`src/rtl/core/skt_pkg.sv`:
```
`default_nettype none

package skt_pkg;

    // Field widths of one command and of one response.
    localparam int unsigned CMD_W = 2;
    localparam int unsigned KEY_W = 31;
    localparam int unsigned AGE_W = 31;
    localparam int unsigned ST_W  = 2;
    localparam int unsigned CNT_W = 7;

    // Command codes.
    localparam logic [CMD_W-1:0] OP_INSERT = 2'd0;
    localparam logic [CMD_W-1:0] OP_SEARCH = 2'd1;
    localparam logic [CMD_W-1:0] OP_UPDATE = 2'd2;
    localparam logic [CMD_W-1:0] OP_DELETE = 2'd3;

    // Response status codes.
    localparam logic [ST_W-1:0] ST_OK        = 2'd0;
    localparam logic [ST_W-1:0] ST_NOT_FOUND = 2'd1;
    localparam logic [ST_W-1:0] ST_PRESENT   = 2'd2;
    localparam logic [ST_W-1:0] ST_FULL      = 2'd3;

    // Commands from the controller to the datapath.
    typedef struct packed {
        logic            load;      // capture the incoming command
        logic            rd;        // read the table at the pointer
        logic            rd_dn;     // read below the pointer and count down
        logic            scan;      // compare returned entries
        logic            del_init;  // pointer to the entry after the hit
        logic            wr_dn;     // move returned entry one place down
        logic            ins_init;  // pointer to the record count
        logic            wr_up;     // move returned entry one place up
        logic            put;       // write the new record at its place
        logic            dec_cnt;   // one record fewer
        logic            set_code;  // latch the response status
        logic [ST_W-1:0] code;
        logic            finish;    // load the response register
    } t_ctl_cmd;

    // Status from the datapath to the controller.
    typedef struct packed {
        logic [CMD_W-1:0] op;
        logic             hit;
        logic             nhit;
        logic             full;
        logic             ptr_end;
        logic             ins_end;
        logic             rvld;
        logic             out_free;
    } t_ctl_sts;

endpackage

`default_nettype wire

```
`src/rtl/core/skt_ctrl.sv`:
```
`default_nettype none

module skt_ctrl (
    input  wire logic               i_clk,
    input  wire logic               i_rst_n,
    input  wire logic               i_in_valid,
    output logic                    o_in_ready,
    input  wire skt_pkg::t_ctl_sts  i_sts,
    output skt_pkg::t_ctl_cmd       o_cmd
);

    localparam logic [2:0] S_IDLE     = 3'd0;
    localparam logic [2:0] S_SCAN     = 3'd1;
    localparam logic [2:0] S_DECIDE   = 3'd2;
    localparam logic [2:0] S_DEL      = 3'd3;
    localparam logic [2:0] S_INS_INIT = 3'd4;
    localparam logic [2:0] S_INS      = 3'd5;
    localparam logic [2:0] S_PUT      = 3'd6;
    localparam logic [2:0] S_FINISH   = 3'd7;

    logic [2:0] r_state;
    logic [2:0] n_state;

    always_comb begin
        n_state = r_state;
        o_cmd   = '0;
        case (r_state)
            S_IDLE: begin
                if (i_in_valid) begin
                    o_cmd.load = 1'b1;
                    n_state    = S_SCAN;
                end
            end
            S_SCAN: begin
                o_cmd.scan = 1'b1;
                o_cmd.rd   = !i_sts.ptr_end;
                if (i_sts.ptr_end && !i_sts.rvld) begin
                    n_state = S_DECIDE;
                end
            end
            S_DECIDE: begin
                o_cmd.set_code = 1'b1;
                o_cmd.code     = skt_pkg::ST_OK;
                n_state        = S_FINISH;
                case (i_sts.op)
                    skt_pkg::OP_INSERT: begin
                        if (i_sts.hit) begin
                            o_cmd.code = skt_pkg::ST_PRESENT;
                        end else if (i_sts.full) begin
                            o_cmd.code = skt_pkg::ST_FULL;
                        end else begin
                            n_state = S_INS_INIT;
                        end
                    end
                    skt_pkg::OP_SEARCH: begin
                        if (!i_sts.hit) begin
                            o_cmd.code = skt_pkg::ST_NOT_FOUND;
                        end
                    end
                    skt_pkg::OP_UPDATE: begin
                        if (!i_sts.hit) begin
                            o_cmd.code = skt_pkg::ST_NOT_FOUND;
                        end else if (i_sts.nhit) begin
                            o_cmd.code = skt_pkg::ST_PRESENT;
                        end else begin
                            o_cmd.del_init = 1'b1;
                            n_state        = S_DEL;
                        end
                    end
                    skt_pkg::OP_DELETE: begin
                        if (!i_sts.hit) begin
                            o_cmd.code = skt_pkg::ST_NOT_FOUND;
                        end else begin
                            o_cmd.del_init = 1'b1;
                            n_state        = S_DEL;
                        end
                    end
                    default: begin
                        n_state = S_FINISH;
                    end
                endcase
            end
            S_DEL: begin
                o_cmd.wr_dn = 1'b1;
                o_cmd.rd    = !i_sts.ptr_end;
                if (i_sts.ptr_end && !i_sts.rvld) begin
                    o_cmd.dec_cnt = 1'b1;
                    n_state = (i_sts.op == skt_pkg::OP_UPDATE) ? S_INS_INIT : S_FINISH;
                end
            end
            S_INS_INIT: begin
                o_cmd.ins_init = 1'b1;
                n_state        = S_INS;
            end
            S_INS: begin
                o_cmd.wr_up = 1'b1;
                o_cmd.rd    = !i_sts.ins_end;
                o_cmd.rd_dn = !i_sts.ins_end;
                if (i_sts.ins_end && !i_sts.rvld) begin
                    n_state = S_PUT;
                end
            end
            S_PUT: begin
                o_cmd.put = 1'b1;
                n_state   = S_FINISH;
            end
            S_FINISH: begin
                if (i_sts.out_free) begin
                    o_cmd.finish = 1'b1;
                    n_state      = S_IDLE;
                end
            end
            default: begin
                n_state = S_IDLE;
            end
        endcase
    end

    always_ff @(posedge i_clk) begin
        if (!i_rst_n) begin
            r_state <= S_IDLE;
        end else begin
            r_state <= n_state;
        end
    end

    // No command is taken while reset is held.
    assign o_in_ready = (r_state == S_IDLE) && i_rst_n;

endmodule

`default_nettype wire

```
`config.mk`:
```
export PLATFORM = sky130hd
export DESIGN_NAME = skt_ctrl
export DESIGN_NICKNAME = d
export VERILOG_FILES = /design/src/rtl/core/skt_pkg.sv /design/src/rtl/core/skt_ctrl.sv
export SDC_FILE = /design/constraint.sdc
export NUM_CORES = 1
export LEC_CHECK = 0
export ABC_AREA = 1
export BUFFER_PORTS_ARGS = -buffer_cell sky130_fd_sc_hd__buf_2
export CORE_AREA = 5 5 42 44
export DETAILED_ROUTE_END_ITERATION = 7
export DIE_AREA = 0 0 47 49
export PLACE_DENSITY = 0.6
export REMOVE_ABC_BUFFERS = 1
export SLEW_MARGIN = 20
export SYNTH_ARGS = -nofsm -noshare
export SYNTH_HDL_FRONTEND = slang
export SYNTH_SLANG_ARGS = --single-unit
export TNS_END_PERCENT = 30
```
`constraint.sdc`:
```
create_clock -name i_clk -period 1.38 [get_ports i_clk]
set_input_delay 0.069 -clock i_clk [delete_from_list [all_inputs] [get_ports i_clk]]
set_output_delay 0.069 -clock i_clk [all_outputs]
set_load 0.05 [all_outputs]
```
# [After elaboration in Yosys (flattened, before gate mapping)]
# Cells that the tools add are included.
[totals] ff_bits=3
[op_classes] n_eq_ne=15 muxes=38 reduce_logical=11
[ops] cell="3-bit two-way mux" n=9
[ops] cell="3-bit one-hot mux with 8 select lines" n=1
[ops] cell="1-bit two-way mux" n=17
[ops] cell="2-bit two-way mux" n=7
[ops] cell="3-bit == test, second input constant" n=4
[ops] cell="2-bit != test, second input constant" n=5
[ops] cell="3-bit one-hot mux with 3 select lines" n=1
[ops] cell="3-bit by 2-bit == test with 1-bit output, second input constant" n=2
[ops] cell="2-bit one-hot mux with 3 select lines" n=1
[ops] cell="5-bit AND reduction" n=1
[ops] cell="2-bit == test, second input constant" n=2
[ops] cell="1-bit one-hot mux with 2 select lines" n=2
[ops] cell="2-bit OR reduction" n=2
[ops] cell="3-bit by 1-bit == test with 1-bit output, second input constant" n=1
[ops] cell="1-bit logical AND" n=3
[ops] cell="1-bit logical NOT" n=3
[ops] cell="3-bit logical NOT" n=1
[ops] cell="2-bit by 1-bit == test with 1-bit output, second input constant" n=1
[ops] cell="2-bit logical NOT" n=1

# [Logic depth before layout (Yosys ltp)]
# Gate-level depths: netlist (run 1).
[logic_depth] depth_word=4 depth_mapped=9 ltp_nobuf=8

# [Worst setup path after synthesis (run 1)]
# No wires, ideal clock.
[synth_path] path_type="register to output" start="register r_state[0]" end="output o_cmd[1] (netlist name)" arrival_ps=2210 path_slack_ps=-899 path_stages_with_launch=7 n_path_buf=1 cell_sequence="dfxtp_1 buf_2 inv_1 nand2_1 nor2_2 inv_1 nor3_1"
[synth_rtl] item="from (decl)" line_no="skt_ctrl.sv:21" rtl="logic [2:0] r_state;"
[synth_rtl] item="from (signal assigned)" line_no="skt_ctrl.sv:123" rtl="r_state <= n_state;"
[synth_rtl] item="to (decl)" line_no="skt_ctrl.sv:9" rtl="output skt_pkg::t_ctl_cmd o_cmd"

# [Worst setup path in the final report (run 1)]
[layout_path] start="register r_state[0]" end="output o_in_ready"
[layout_between] elab_chain_cells=2
[layout_lines] item="3-bit logical NOT" line_no="skt_ctrl.sv:128" rtl="assign o_in_ready = (r_state == S_IDLE) && i_rst_n;"
[layout_lines] item="1-bit logical AND" line_no="skt_ctrl.sv:128"
[layout_lines] item="to (decl)" line_no="skt_ctrl.sv:7" rtl="output logic o_in_ready,"
# No other way between the ends.

==> flow_metrics.tcl, run 1 <==
set metrics [dict create \
    rsz0062_at_grt "true" \
    grt_overflow_total 0 \
    largest_reg_flops 3 \
    finalHoldViolCount 0 \
    portBuffers 26 \
    seq_area_um2 71.3 \
    clk_latency_ps 240 \
    cts_tree "done" \
    synth_edf_count 0 \
    slew_violations 0 \
    place.gp.congestion 0.768 \
    start_util 0.271 \
    dpl-instance-area_um2 524 \
    yosysUniqueCellTypes 15 \
    synth_top_family_by_area "simple AND/OR/NAND/NOR gates" \
    path_max_fanout 5 \
    cp_slowest_stage_delay_ps 350 \
    drtPass1Iterations 4 \
    cts_buffers 3 \
    yosysSeqAreaShare 0.158 \
    fill_cells 152 \
    syn_area_um2 379 \
    core_area_mm2 0.00140 \
    worstMarginPinSlew_ps 256 \
    finalClockSkew_ps 5.04 \
    grt_max_degree 8 \
    cts_max_path_buffers 2 \
    grt_use_total 0.124 \
    synth-seq-cells 3 \
    synth_compound_area_frac 0.0858 \
    vias_per_cell 4.54 \
    grt_pass1_vias 543 \
    worst-path-buf-inv 2 \
    fin_crit_sh 0.968 \
    powerDensity_mw_per_mm2 2210 \
    wl_per_cell_um 10.7 \
    synth_common_cells "18 x nand2_1, 18 x nor2_1, 15 x inv_1" \
    crit_top_cell "nor2_1" \
    setup_viol 0 \
    critPathArrivalTime_ps 1270 \
    fp-row-count 14 \
    yosys.area.top_type "nand2_1" \
    dieWidth_um 47 \
    path_delay_family "simple AND/OR/NAND/NOR gates" \
    synth_top_area_frac 0.178 \
    drive_gt1_frac 0.445 \
    synthMuxAreaShare 0 \
    vias 572 \
    synth_xor_area_frac 0 \
    hold_path_class "in -> reg" \
    die_h_um 49 \
    place_hpwl_um 899 \
    status "complete, no violations" \
    io_pins 27 \
    async_flop_share 0 \
    pre_cts_ws_ps 130 \
    final.setup.worst_slack_ps 44.4 \
    dp.cells 118 \
    ant_nets 0 \
    cts_num_sinks 3 \
    reg_top3 "r_state x3" \
    timing.slew.headroom 0.831 \
    syn2layout_area_growth_pct 78.2 \
    cp_cell_sequence "buf_12 -> nor2_1 -> nand2_1 -> nor2_1 -> buf_6" \
    worstSetupPathType "reg -> out" \
    fmax_mhz 749 \
    cp-start-kind "flip-flop" \
    clockRootBuffer "clkbuf_4" \
    endpoint_kind "primary output" \
    final_nets 123 \
    p_leak_nw 0.404 \
    synthCells 77 \
    synth_simple_gate_area_frac 0.574 \
    cap_violations 0 \
    multi_input_area_um2 284 \
    stdcell_area_um2 676 \
    fin_crit_ps 1340 \
    synthTopCellsByArea "nand2_1 18%, nor2_1 18%, dfxtp_1 16%" \
    drt_iter0_markers 8 \
    die_area_mm2 0.00230 \
    top_register "r_state" \
    syn_avg_cell_area_um2 4.92 \
    grt_pass1_wl_um 2150 \
    layout.cells.non_filler 126 \
    remaining_drc_errors 0 \
    yosys_warnings 0 \
    tns_ps 0 \
    crit_required_ps 1310 \
    h-tree-depth 1 \
    synth_adder_area_share 0 \
    antenna_found_initial 0 \
    finalWirelength_um 1350 \
    dominantRegCellSynth "dfxtp_1" \
    n_antenna_cell 0 \
    worst_path_max_delay_cell "dfxtp_4" \
    cts.clk_slew.worst_paths_ps 40 \
    ir_drop_mv 1.13 \
]
==> worst reg2reg max path: cells and delay by family (launching register included) <==
kind	cells	cell delay [ps]
flops	1	390
simple gates	6	550
buf+inv	2	190
==> cell usage in the layout (no fill, tap or decap), types with 3 or more instances in the layout <==
master    netlist  layout
buf_2           1      19
nor2_1         18      18
nand2_1        18      17
inv_1          15      14
buf_4           0       5
nand3_2         1       4
clkbuf_4        0       4
buf_6           0       4
a21oi_1         3       3
dfxtp_4         0       3
==> layer usage <==
metal  GRT usage  wire length, µm  share of wire  up-vias
met5           0                0              0        -
met1       0.143              510           0.38      250
li1            -                -              -      304
met4      0.0415               10         0.0074        0
met2       0.197              745           0.55       15
met3      0.0554               81          0.060        3
==> final cells by class <==
type | instances | area share
Clock buffer | 4 | 0.0389
Tap cell | 16 | 0.0296
Inverter | 17 | 0.102
Sequential cell | 3 | 0.106
Timing Repair Buffer | 30 | 0.304
Multi-Input combinational cell | 56 | 0.420
==> what timing repair did <==
action / CTS / global route
pin swaps: 2 / 4
setup buffers: 1 / 3
hold endpoints to repair: 0 / 0
gates resized for setup: 13 / 16
setup endpoints to repair: 4 / 8
hold buffers: 0 / 0
==> power by group <==
part	leakage, nW	total [mW]	internal, mW	switching (mW)
clock	0.0150	0.160	0.109	0.0517
combinational	0.362	1.11	0.385	0.726
sequential	0.0267	0.224	0.145	0.0790
==> metrics by stage <==
| step | util | total power [mW] | hold slack [ps] |
|---|---|---|---|
| CTS | 0.429 | 1.33 | 67.8 |
| floorplan | - | 0.869 | 189 |
| detailed placement | 0.374 | 1.05 | 330 |
| finish | 0.482 | 1.49 | 69.8 |
| global placement | 0.374 | 1.05 | 330 |
| global route | 0.482 | 1.60 | 79.1 |
==> worst paths after layout <==
check	from	to	slack (ps)	cells after the start
worst min register to register	r_state[1]$_SDFFE_PN0P_	r_state[1]$_SDFFE_PN0P_	630	4
worst max-delay path	r_state[0]$_SDFFE_PN0P_	o_in_ready	40	5
worst min-delay path	i_rst_n	r_state[2]$_SDFFE_PN0P_	70	3
worst max register to register	r_state[2]$_SDFFE_PN0P_	r_state[1]$_SDFFE_PN0P_	120	8
==> cells by family (layout without fill, tap and decap cells) <==
| group | Yosys count | count (layout) |
|---|---|---|
| compound gates | 6 | 6 |
| buf+inv | 18 | 51 |
| flops | 3 | 3 |
| simple gates | 50 | 50 |
Note: power is estimated with default switching activity, not from simulation.
==> run 2: changes to the inputs <==
- SETUP_SLACK_MARGIN: default -> 0.2
==> run 2 against run 1 <==
Clock power barely moved. Die area stayed put. Worst hold slack worse by 2.4 ps. Fmax increased by 3.4%. Final area is 5.2% higher. Critical path depth is the same. Sequential power grew 2%. Sequential cell count unchanged. Total power is 3.0% higher. Non-clock buffer count stayed put. Largest cell class unchanged.
==> flow_metrics.tcl, run 2 (synthesis gave the netlist of run 1 again) <==
set metrics [dict create \
    grt_overflow_total 0 \
    pre_cts_ws_ps 130 \
    clockRootBuffer "clkbuf_4" \
    hold_path_class "in -> reg" \
    ctsHoldBuffers 0 \
    rsz0062_at_grt "true" \
    io_pins 27 \
    finalClockSkew_ps 7.95 \
    status "complete, no violations" \
    syn2layout_area_growth_pct 87.5 \
    remaining_drc_errors 0 \
    ir_drop_mv 1.09 \
    fin_crit_sh 0.936 \
    vias 569 \
    final.setup.worst_slack_ps 87.8 \
    die_area_mm2 0.00230 \
    n_antenna_cell 0 \
    hold-worst-slack_ps 67.4 \
    cp-start-kind "flip-flop" \
    cp_cell_sequence "buf_12 -> nor2_2 -> nand2_2 -> nor2_2 -> buf_6" \
    antenna_found_initial 0 \
    cts.clk_slew.worst_paths_ps 40 \
    drive_gt1_frac 0.509 \
    core_area_mm2 0.00140 \
    rr_startpoint "r_state[0]$_SDFFE_PN0P_" \
    start_util 0.271 \
    crit_top_cell "nor2_2" \
    cts_num_sinks 3 \
    top_register "r_state" \
    p_leak_nw 0.404 \
    grt_max_degree 8 \
    cts_tree "done" \
    finalHoldViolCount 0 \
    cts_max_path_buffers 2 \
    crit_end "o_in_ready" \
    fin_crit_ps 1290 \
    cp-startpoint "r_state[0]$_SDFFE_PN0P_" \
    critPathArrivalTime_ps 1220 \
    wl_per_cell_um 10.5 \
    h-tree-depth 1 \
    ant_nets 0 \
    worst_path_max_delay_cell "dfxtp_4" \
    reg_top3 "r_state x3" \
    fill_cells 144 \
    place.gp.congestion 0.768 \
    fp-row-count 14 \
    worstSetupPathType "reg -> out" \
    timing.slew.headroom 0.767 \
    timing.rr.end "r_state[1]$_SDFFE_PN0P_" \
    grt_pass1_vias 558 \
    die_h_um 49 \
    worstMarginPinSlew_ps 347 \
    fmax_mhz 774 \
    grt_use_total 0.127 \
    clk_latency_ps 240 \
    mostFrequentLayoutCells "17 x buf_2, 15 x nand2_1, 14 x nor2_1, 13 x inv_1, 7 x buf_6" \
    place_hpwl_um 899 \
    drtPass1Iterations 4 \
    powerDensity_mw_per_mm2 2170 \
    grt_pass1_wl_um 2220 \
    cap_violations 0 \
    drt_iter0_markers 8 \
    vias_per_cell 4.52 \
    crit_required_ps 1310 \
    slew_violations 0 \
    path_max_fanout 5 \
    finalWirelength_um 1320 \
    cts_buffers 3 \
    r2r_slack_ps 160 \
    final_nets 123 \
    cp_slowest_stage_delay_ps 360 \
    largest_reg_flops 3 \
    dieWidth_um 47 \
    final_common_cell "buf_2" \
    portBuffers 26 \
    setup_viol 0 \
    reg2reg_depth 9 \
    endpoint_kind "primary output" \
]
==> run 2: how the worst min path moves through the flow <==
stage | startpoint | to | slack, ps | cells after the start
after CTS | i_rst_n | r_state[2]$_SDFFE_PN0P_ | 70 | 3
after detailed placement | i_rst_n | r_state[2]$_SDFFE_PN0P_ | 330 | 3
final | i_rst_n | r_state[2]$_SDFFE_PN0P_ | 70 | 3
after global routing | i_rst_n | r_state[2]$_SDFFE_PN0P_ | 80 | 3
after floorplan | i_rst_n | r_state[1]$_SDFFE_PN0P_ | 190 | 2
after global placement | i_rst_n | r_state[1]$_SDFFE_PN0P_ | 330 | 3
==> run 2: what timing repair did <==
| item | in CTS | in global routing |
|---|---|---|
| pin swaps | 3 | 3 |
| endpoints found under the setup margin | 18 | 18 |
| gates resized for setup | 26 | 14 |
| buffers inserted | 4 | 0 |
| endpoints found under the hold margin | 0 | 0 |
==> run 2: where the power goes <==
| group | internal, mW | switching [mW] | total [mW] |
|---|---|---|---|
| registers | 0.145 | 0.0827 | 0.228 |
| logic | 0.409 | 0.740 | 1.15 |
| clock network | 0.109 | 0.0532 | 0.162 |
==> run 2: critical path, delay by kind of cell, from the launching register on <==
family,cells,cell delay [ps]
flip-flops,1,360
buffers and inverters,2,290
AND/OR/NAND/NOR,3,330
==> run 2: metrics by stage <==
stage	power, mW	util	TNS (ps)	cell area [µm²]	cells
2_1_floorplan	0.869	-	-1960	374	76
3_3_place_gp	1.05	0.374	0	524	118
3_5_place_dp	1.05	0.374	0	524	118
4_1_cts	1.44	0.475	0	666	126
5_1_grt	1.66	0.507	0	711	126
6_report	1.54	0.507	0	711	126
==> run 2: layout make-up <==
class                   count  area, µm²  area share
well taps                  16       20.0      0.0282
repair buffers             30        221       0.312
multi-input cells          56        305       0.430
flip-flops and latches      3       71.3       0.100
inverters                  17       66.3      0.0933
clock buffers               4       26.3      0.0370
==> run 2: routing by layer <==
metal  vias to the layer above  part of all wire  GRT usage
met2                        11              0.56      0.199
met3                         3             0.053     0.0554
met1                       252              0.38      0.149
met4                         0            0.0083     0.0415
li1                        303                 -          -
met5                         -                 0          0
==> run 3: changes to the inputs <==
- ABC_CLOCK_PERIOD_IN_PS: default -> 1250
- clock period: 1.38 -> 1.25 ns (I/O delays scaled with it)
==> run 3 against run 2 <==
The run now ends with negative setup slack left. Via count up 12%. First-iteration DRC count decreased by 88%. Core utilization is 13 points higher. Sequential power rose by 32%. Combinational power rose by 39%. Total power grew 35%. Worst hold slack improved by 7.0 ps. Critical path type unchanged. Clock skew decreased by 3.8 ps. Clock power rose by 4%. Die area did not move. Critical path depth is 1 higher. Critical endpoint is now o_cmd[12]. Global-route usage shrank 0.77 points.
==> flow_metrics.tcl, run 3 (synthesis gave the netlist of run 1 again) <==
set metrics [dict create \
    status "finished, violations left" \
    failed_checks "negative setup slack" \
    power.switching_mw 1.12 \
    drive_gt1_frac 0.598 \
    path_max_fanout 6 \
    dieWidth_um 47 \
    start_util 0.271 \
    antenna_found_initial 0 \
    wl_per_cell_um 11.5 \
    top_register "r_state" \
    largest_reg_flops 3 \
    fill_cells 127 \
    grt_pass1_vias 520 \
    cp_slowest_stage_delay_ps 380 \
    dp.cells 120 \
    critPathArrivalTime_ps 1240 \
    place.gp.congestion 0.792 \
    core_area_mm2 0.00140 \
    finalHoldViolCount 0 \
    drt_iter0_markers 1 \
    p_comb_frac 0.773 \
    dpl-instance-area_um2 539 \
    final.setup.worst_slack_ps -55.2 \
    vias_per_cell 4.81 \
    reg_top3 "r_state x3" \
    finalClockSkew_ps 4.18 \
    finalWirelength_um 1530 \
    ir_drop_mv 1.54 \
    worstSetupPathType "reg -> out" \
    syn2layout_area_growth_pct 135 \
    drtPass1Iterations 4 \
    grt_overflow_total 0 \
    hold_path_class "in -> reg" \
    portBuffers 26 \
    stdcell_area_um2 890 \
    grt_pass1_wl_um 2050 \
    timing.slew.headroom 0.760 \
    powerDensity_mw_per_mm2 2330 \
    die_area_mm2 0.00230 \
    layout.cells.non_filler 133 \
    clkPwrFrac 0.082 \
    cap_violations 0 \
    busiest_layer "met2" \
    h-tree-depth 1 \
    endpoint_kind "primary output" \
    power_frac_seq 0.145 \
    fin_crit_sh 1.04 \
    clockRootBuffer "clkbuf_4" \
    die_h_um 49 \
    worst-path-buf-inv 3 \
    path_delay_family "flip-flops" \
    place_hpwl_um 931 \
    gr-usage-met3 0.0443 \
    final_nets 130 \
    cp-start-kind "flip-flop" \
    p_int_uw 952 \
    cts_tree "done" \
    fp-row-count 14 \
    fmax_mhz 766 \
    clk_latency_ps 230 \
    worstMarginPinSlew_ps 357 \
    io_pins 27 \
    cts_buffers 3 \
    ctsHoldBuffers 0 \
    fin_crit_ps 1310 \
    n_antenna_cell 0 \
    cts_num_sinks 3 \
    p_leak_nw 0.455 \
    cts_max_path_buffers 2 \
    setup_viol 5 \
    slew_violations 0 \
    hold-worst-slack_ps 74.4 \
    cp_cell_sequence "inv_4 -> nand3_2 -> nand2_2 -> inv_2 -> o22ai_2 -> buf_6" \
    global_route.usage.met2 0.172 \
    remaining_drc_errors 0 \
    grt_use_total 0.119 \
    rsz0062_at_grt "true" \
    vias 640 \
    grt_max_degree 9 \
    ant_nets 0 \
    mostFrequentLayoutCells "14 x nand2_1, 14 x buf_6, 12 x nor2_1, 11 x buf_2, 10 x inv_1" \
    crit_required_ps 1190 \
    switching_share 0.541 \
    cts.clk_slew.worst_paths_ps 40 \
    grt_util_met1 0.158 \
    pre_cts_ws_ps -12.1 \
    worst_path_max_delay_cell "dfxtp_4" \
]
==> run 3: path summary, 6_finish.rpt <==
kind | cells after the start | slack, ps | startpoint | end
worst max-delay path | 6 | -60 | r_state[1]$_SDFFE_PN0P_ | o_cmd[12]
worst min-delay path | 3 | 70 | i_rst_n | r_state[2]$_SDFFE_PN0P_
worst max register to register | 9 | 80 | r_state[1]$_SDFFE_PN0P_ | r_state[1]$_SDFFE_PN0P_
worst min register to register | 5 | 730 | r_state[2]$_SDFFE_PN0P_ | r_state[2]$_SDFFE_PN0P_
==> run 3: timing repair <==
action / 4_1_cts / 5_1_grt
setup buffers: 2 / 7
resized for setup: 37 / 41
setup endpoints to repair: 18 / 18
gates cloned: 0 / 0
pin swaps: 3 / 9
==> run 3: worst register-to-register path, stage by stage, from the launching register on <==
cell and delay (ps):
dfxtp_4 420, inv_4 70, nand3_2 90, nand2_2 70, buf_4 140, nand2_2 60, nand3_4 80, nand2_1 70
nand2_1 40, nor2_1 70
==> run 3: power by group through the flow <==
stage                     logic, mW  clock network, mW  registers, mW
after floorplan               0.768                  0          0.192
after global placement        0.993                  0          0.206
after detailed placement      0.993                  0          0.208
after CTS                      1.19              0.176          0.235
after global routing           1.70              0.193          0.308
final                          1.60              0.169          0.301
==> run 3: metal layers <==
| layer | wire [µm] | vias to the layer above |
|---|---|---|
| li1 | - | 316 |
| met1 | 618 | 299 |
| met2 | 823 | 21 |
| met3 | 65 | 4 |
| met4 | 23 | 0 |
| met5 | 0 | - |
==> run 3: area by class of cell <==
type	instances	area, µm²	share of cell area
inverters	17	73.8	0.0830
clock buffers	4	26.3	0.0295
repair buffers	37	333	0.374
flip-flops and latches	3	71.3	0.0802
well taps	16	20.0	0.0225
multi-input cells	56	365	0.411
==> run 3: per-stage QoR <==
step | total power [mW] | setup TNS (ps) | utilization
2_1_floorplan | 0.959 | -2990 | -
3_3_place_gp | 1.20 | -3.57 | 0.385
3_5_place_dp | 1.20 | -12.1 | 0.385
4_1_cts | 1.60 | -442 | 0.488
5_1_grt | 2.21 | -647 | 0.635
6_report | 2.07 | -231 | 0.635
